$ cat config.mk
export PLATFORM = sky130hd
export DESIGN_NAME = keyboard_mouse_packet_decoder_unit
export DESIGN_NICKNAME = d
export VERILOG_FILES = /design/src/design/kmpd_pkg.sv /design/src/design/keyboard_mouse_packet_decoder_unit.sv
export SDC_FILE = /design/constraint.sdc
export NUM_CORES = 1
export LEC_CHECK = 0
export ABC_AREA = 1
export BUFFER_PORTS_ARGS = -buffer_cell sky130_fd_sc_hd__buf_2
export CELL_PAD_IN_SITES_DETAIL_PLACEMENT = 1
export CELL_PAD_IN_SITES_GLOBAL_PLACEMENT = 2
export CORE_MARGIN = 4
export CORE_UTILIZATION = 38
export DETAILED_ROUTE_END_ITERATION = 6
export HOLD_SLACK_MARGIN = 0.02
export PLACE_DENSITY = 0.86
export SETUP_SLACK_MARGIN = 0.2
export SYNTH_ARGS = -nofsm -noshare
export SYNTH_HDL_FRONTEND = slang
export SYNTH_SLANG_ARGS = --single-unit
$ cat constraint.sdc
create_clock -name clk -period 7.81 [get_ports clk]
set_clock_uncertainty 0.05 [all_clocks]
set_input_delay 0.781 -clock clk [delete_from_list [all_inputs] [get_ports clk]]
set_output_delay 0.781 -clock clk [all_outputs]
set_load 0.05 [all_outputs]
$ cat src/design/kmpd_pkg.sv
// kmpd_pkg: constants and codes for the keyboard/mouse packet decoder.
// Standalone package; used by keyboard_mouse_packet_decoder_unit.
package kmpd_pkg;

    localparam int unsigned BYTE_W    = 8;
    localparam int unsigned KIND_W    = 2;
    localparam int unsigned ROW_W     = 3;
    localparam int unsigned ROW_BITS  = 16;
    localparam int unsigned POS_W     = 32;
    localparam int unsigned BTN_W     = 2;
    localparam int unsigned PEND_W    = 2;
    localparam int unsigned NUM_ROWS  = 8;

    localparam logic [BYTE_W-1:0] HEADER_MIN = 8'd248;
    localparam logic [POS_W-1:0]  POS_RESET  = 32'd128;

    // Pending delta count: idle, Y next, X next.
    localparam logic [PEND_W-1:0] PEND_IDLE = 2'd0;
    localparam logic [PEND_W-1:0] PEND_Y    = 2'd1;
    localparam logic [PEND_W-1:0] PEND_X    = 2'd2;

    typedef enum logic [KIND_W-1:0] {
        KIND_KEY    = 2'd0,
        KIND_HEADER = 2'd1,
        KIND_DX     = 2'd2,
        KIND_DY     = 2'd3
    } byte_kind_t;

    typedef logic [ROW_BITS-1:0] key_row_t;

endpackage

$ cat src/design/keyboard_mouse_packet_decoder_unit.sv
// keyboard_mouse_packet_decoder_unit: decodes key codes and relative mouse packets.
// Depends on kmpd_pkg (codes, widths, reset constants).
//
//  channel | direction | handshake            | payload
//  --------+-----------+----------------------+------------------------------------------
//  in      | to block  | in_valid / in_stall  | link_byte
//  out     | from block| out_valid / out_stall| byte_kind key_row key_row_bits mouse_x
//          |           |                      | mouse_y button_bits
//
// Two register stages: an input register, then one pass of decode/update logic into
// the result register. One request per cycle is sustained while out_stall is low.
// The decode state (key map, mouse position, pending count) updates in the same edge
// that loads the result register, so the next byte always sees fresh state.
// Reset clears control state, key map and mouse state (positions to 128).
// out_stall holds the result register; the input register then holds too and
// in_stall rises only when the input register is occupied and cannot move on.
module keyboard_mouse_packet_decoder_unit (
    input  logic                        clk,
    input  logic                        rst_n,
    input  logic                        in_valid,
    output logic                        in_stall,
    input  logic [kmpd_pkg::BYTE_W-1:0] link_byte,
    output logic                        out_valid,
    input  logic                        out_stall,
    output logic [kmpd_pkg::KIND_W-1:0] byte_kind,
    output logic [kmpd_pkg::ROW_W-1:0]  key_row,
    output logic [kmpd_pkg::ROW_BITS-1:0] key_row_bits,
    output logic [kmpd_pkg::POS_W-1:0]  mouse_x,
    output logic [kmpd_pkg::POS_W-1:0]  mouse_y,
    output logic [kmpd_pkg::BTN_W-1:0]  button_bits
);
    import kmpd_pkg::*;

    // input register
    logic              in_vld_reg;
    logic [BYTE_W-1:0] byte_reg;

    // decode state
    key_row_t          key_map_reg [NUM_ROWS];
    logic [PEND_W-1:0] pending_reg;
    logic [POS_W-1:0]  pos_x_reg;
    logic [POS_W-1:0]  pos_y_reg;
    logic [BTN_W-1:0]  buttons_reg;

    // result register
    logic              out_vld_reg;
    byte_kind_t        kind_reg;
    logic [ROW_W-1:0]  row_reg;
    key_row_t          row_bits_reg;

    // next values
    byte_kind_t        kind_next;
    logic [ROW_W-1:0]  row_next;
    key_row_t          row_bits_next;
    logic [PEND_W-1:0] pending_next;
    logic [POS_W-1:0]  pos_x_next;
    logic [POS_W-1:0]  pos_y_next;
    logic [BTN_W-1:0]  buttons_next;
    logic              key_write;

    logic              out_load;
    logic              in_take;
    logic [ROW_W-1:0]  sel_row;
    key_row_t          bit_mask;
    key_row_t          row_upd;
    logic [POS_W-1:0]  delta;

    // result register frees up when empty or being taken
    assign out_load = !out_vld_reg || !out_stall;
    assign in_stall = in_vld_reg && !out_load;
    assign in_take  = in_valid && !in_stall;

    assign sel_row  = byte_reg[6:4];
    assign bit_mask = key_row_t'(1) << byte_reg[3:0];
    // bit 7 set: break clears the bit, else make sets it
    assign row_upd  = byte_reg[BYTE_W-1] ? (key_map_reg[sel_row] & ~bit_mask)
                                         : (key_map_reg[sel_row] | bit_mask);
    assign delta    = {{(POS_W-BYTE_W){byte_reg[BYTE_W-1]}}, byte_reg};

    always_comb
    begin
        kind_next     = KIND_KEY;
        row_next      = '0;
        row_bits_next = '0;
        pending_next  = pending_reg;
        pos_x_next    = pos_x_reg;
        pos_y_next    = pos_y_reg;
        buttons_next  = buttons_reg;
        key_write     = 1'b0;
        if (pending_reg == PEND_IDLE)
        begin
            if (byte_reg >= HEADER_MIN)
            begin
                kind_next    = KIND_HEADER;
                buttons_next = byte_reg[BTN_W-1:0];
                pending_next = PEND_X;
            end
            else
            begin
                kind_next     = KIND_KEY;
                row_next      = sel_row;
                row_bits_next = row_upd;
                key_write     = 1'b1;
            end
        end
        else
        begin
            // a count of three is taken as an X delta
            if (pending_reg == PEND_Y)
            begin
                kind_next  = KIND_DY;
                pos_y_next = pos_y_reg + delta;
            end
            else
            begin
                kind_next  = KIND_DX;
                pos_x_next = pos_x_reg + delta;
            end
            pending_next = pending_reg - PEND_Y;
        end
    end

    always_ff @(posedge clk or negedge rst_n)
    begin
        if (!rst_n)
        begin
            in_vld_reg  <= 1'b0;
            out_vld_reg <= 1'b0;
            pending_reg <= PEND_IDLE;
            pos_x_reg   <= POS_RESET;
            pos_y_reg   <= POS_RESET;
            buttons_reg <= '0;
            for (int i = 0; i < NUM_ROWS; i++)
            begin
                key_map_reg[i] <= '0;
            end
        end
        else
        begin
            // input register fills on a taken request, empties when it moves on
            if (in_take)
            begin
                in_vld_reg <= 1'b1;
            end
            else if (out_load)
            begin
                in_vld_reg <= 1'b0;
            end
            if (out_load)
            begin
                out_vld_reg <= in_vld_reg;
            end
            if (out_load && in_vld_reg)
            begin
                pending_reg <= pending_next;
                pos_x_reg   <= pos_x_next;
                pos_y_reg   <= pos_y_next;
                buttons_reg <= buttons_next;
                if (key_write)
                begin
                    key_map_reg[sel_row] <= row_upd;
                end
            end
        end
    end

    // payload registers, no reset
    always_ff @(posedge clk)
    begin
        if (in_take)
        begin
            byte_reg <= link_byte;
        end
        if (out_load && in_vld_reg)
        begin
            kind_reg     <= kind_next;
            row_reg      <= row_next;
            row_bits_reg <= row_bits_next;
        end
    end

    assign out_valid    = out_vld_reg;
    assign byte_kind    = kind_reg;
    assign key_row      = row_reg;
    assign key_row_bits = row_bits_reg;
    assign mouse_x      = pos_x_reg;
    assign mouse_y      = pos_y_reg;
    assign button_bits  = buttons_reg;

endmodule

==> results.md <==
- Max reg flops: about 130
- Antenna violations before repair: 0
- Worst vdd ir: slightly below 0.2 mV
- TritonRoute pass-1 iters: 5
- Crit path from: byte_reg[7]$_DFFE_PP_
- IO Pins: 101
- Core Region: about 37000 um^2
- Via count: about 14000
- Most frequent cells in the layout: 847 x nand2_1, 239 x inv_1, 196 x dfrtp_1
- Crit Path Category: reg -> reg
- Syn-to-layout area delta: 12.7%
- WL per Instance: 18.5 um
- Number of buffers added for setup after CTS: 0
- Chip height: between 200 and 250 um
- Post-detail-place hpwl: between 30000 and 40000 um
- Max Cap Viol: 0
- Crit path required time: approximately 8300 ps
- Global placer's final weighted congestion: approximately 0.9
- Share of layout cells above drive strength 1: ~8.7%
- Commonest non-fill, non-tap cell in the layout: nand2_1
- Ant. Diodes: 0
- EDFF count, synth: 29
- Yosys Warn Count: 0
- Post-Syn Area: 14300 um^2
- Htree depth: 1
- Async set-reset flop share out of synthesis: about 87%
- Reg power frac: between 20% and 30%
- Root buf cell: clkbuf_16
- Die area: 40700 um^2
- Synthesized area per cell: ~7.0 um^2
- #FFs+latches synth: around 230
- Power Internal: about 0.0034 W
- Num CTS Buffers: 28
- WP data arrival: around 3800 ps
- # setup viols final: 0
- Yosys cell types: 39
- Clock power frac: around 19%
- RSZ-0062 raised after global routing: false
- Worst-path clk slew: 60 ps
- Post-Route Setup TNS: 0 ps
- PostCTS Resize Cnt: 0
- Largest net degree at the start of global routing: 74
- Run status: finished, final reports clean
- CTS tree: yes
- Clk buf depth: 3
- GRT Total Usage: between 20% and 30%
- DP Worst Slack: around 4000 ps
- Routed vias/inst: 5.16
- Leak: ~8.6 nW
- Fin cells: 2621
- Maximum fanout along the worst path: 53
- Sequential area share after synthesis: between 40% and 50%
- Slew of the pin with the lowest slew margin: 947 ps
- Startpoint Class: flip-flop
- Clock Sinks: between 200 and 250
- Primary FF master, synth: dfrtp_1
- Hold Violations, Final: 0
- Buffers on Ports: 100
- Iter 0 DRT Violations: slightly below 700
- Gate power share: about half
- Post-Place Cells: 2572
- Worst hold-check path type: in -> async
- R2r endpoint: mouse_y[28]$_DFFE_PN0P_
- Fin Hold WS: between 150 and 200 ps
- Power per cell area: 414 nW/um^2
- Max-slew violation count: 0
- DRC: 0
- Slew headroom: roughly 37%
- Switching Share: approximately 50%
- Fin nets: 2213
- Worst-Skew Late Latency: 590 ps
- Total global routing overflow: 0
- Total Wirelength: between 40000 and 50000 um
- Syn Nets: 2122
- Reg2reg setup slack: 4470 ps
- ANT nets after route: 0
- Vias in the first global route: roughly 14000
- F_max: between 200 and 300 MHz
- Crit share post-route: between 40% and 50%
- Psw: about 0.0033 W
- FP Rows: 70
- Hold buffer count at CTS: 0
- First-pass GRT wire length: 78200 um
- Cells after Synth: approximately 2000
- FF-to-FF path depth: 11
- Minimum clock period: around 3300 ps
- Initial Util: between 30% and 40%
- Worst setup margin: between 4000 and 5000 ps
- CP endpoint kind: flip-flop
- Die width: a little over 200 um
- R2R Path Start: byte_reg[7]$_DFFE_PP_
==> how the worst max path moves through the flow <==
stage	end	slack, ps
after global placement	mouse_x[5]$_DFFE_PN0P_	4170
after detailed placement	mouse_x[7]$_DFFE_PN1P_	3970
final	mouse_y[28]$_DFFE_PN0P_	4470
after global routing	mouse_y[20]$_DFFE_PN0P_	4190
after CTS	mouse_y[28]$_DFFE_PN0P_	4420
after floorplan	key_row_bits[9]$_SDFFCE_PP0P_	5230
==> final cells by class <==
class,count,area (um^2)
Timing Repair Buffer,105,547
Clock inverter,7,83.8
Fill cell,4751,20700
Sequential cell,227,5830
Multi-Input combinational cell,1514,7250
Inverter,258,971
Clock buffer,42,815
Tap cell,468,586
==> synthesized netlist by cell type (12+ instances only) <==
cell type	number	area (um^2)
nand4_1	19	119
edfxtp_1	29	871
clkbuf_1	14	52.6
nor2_1	138	518
nand2_1	847	3180
buf_2	26	130
a21oi_1	54	270
dfrtp_1	196	4900
o21ai_1	12	60.1
inv_1	239	897
o21ai_0	131	656
nand3_1	150	751
ha_1	65	813
inv_2	18	67.6
xnor2_1	31	272
==> critical path: stages, from the launching register on <==
cell and delay (ps):
edfxtp_1 810, buf_4 750, ha_1 410, nand2_1 150, inv_1 70, a21oi_1 250, nand3_1 260, nand2_1 180
nand2_1 70, nand2_1 70, nand3_1 70, nand2_1 90
==> metrics by stage <==
stage	power (W)	utilization, %	instance area [um^2]
floorplan	0.00443	-	14300
global placement	0.00529	41.3	15200
detailed placement	0.00539	41.3	15200
CTS	0.00673	43.7	16100
global route	0.00722	43.7	16100
finish	0.00666	43.7	16100
==> power groups by stage <==
stage               Clock [W]  Combinational [W]  Sequential (W)
floorplan                   0            0.00196         0.00247
global placement            0            0.00337         0.00192
detailed placement          0            0.00346         0.00194
CTS                   0.00132            0.00348         0.00192
global route          0.00138            0.00387         0.00197
finish                0.00129            0.00345         0.00192
==> per-layer routing <==
metal | up-vias | global-route usage, % | wire length [um]
met4 | 0 | 6.37 | 1440
met3 | 76 | 2.80 | 2210
met5 | - | 0 | 0
met2 | 257 | 41.3 | 23400
met1 | 6539 | 31.4 | 21500
li1 | 6640 | - | -
==> kinds of logic after synthesis <==
family / share of synthesized area, %
flip-flops: 40.9
buffers and inverters: 8.33
AND/OR/NAND/NOR: 34.9
adder cells (fa/ha/maj): 5.98
AO/OA/AOI/OAI: 7.99
XOR/XNOR: 1.97
Power figures use the tool's default switching activity.
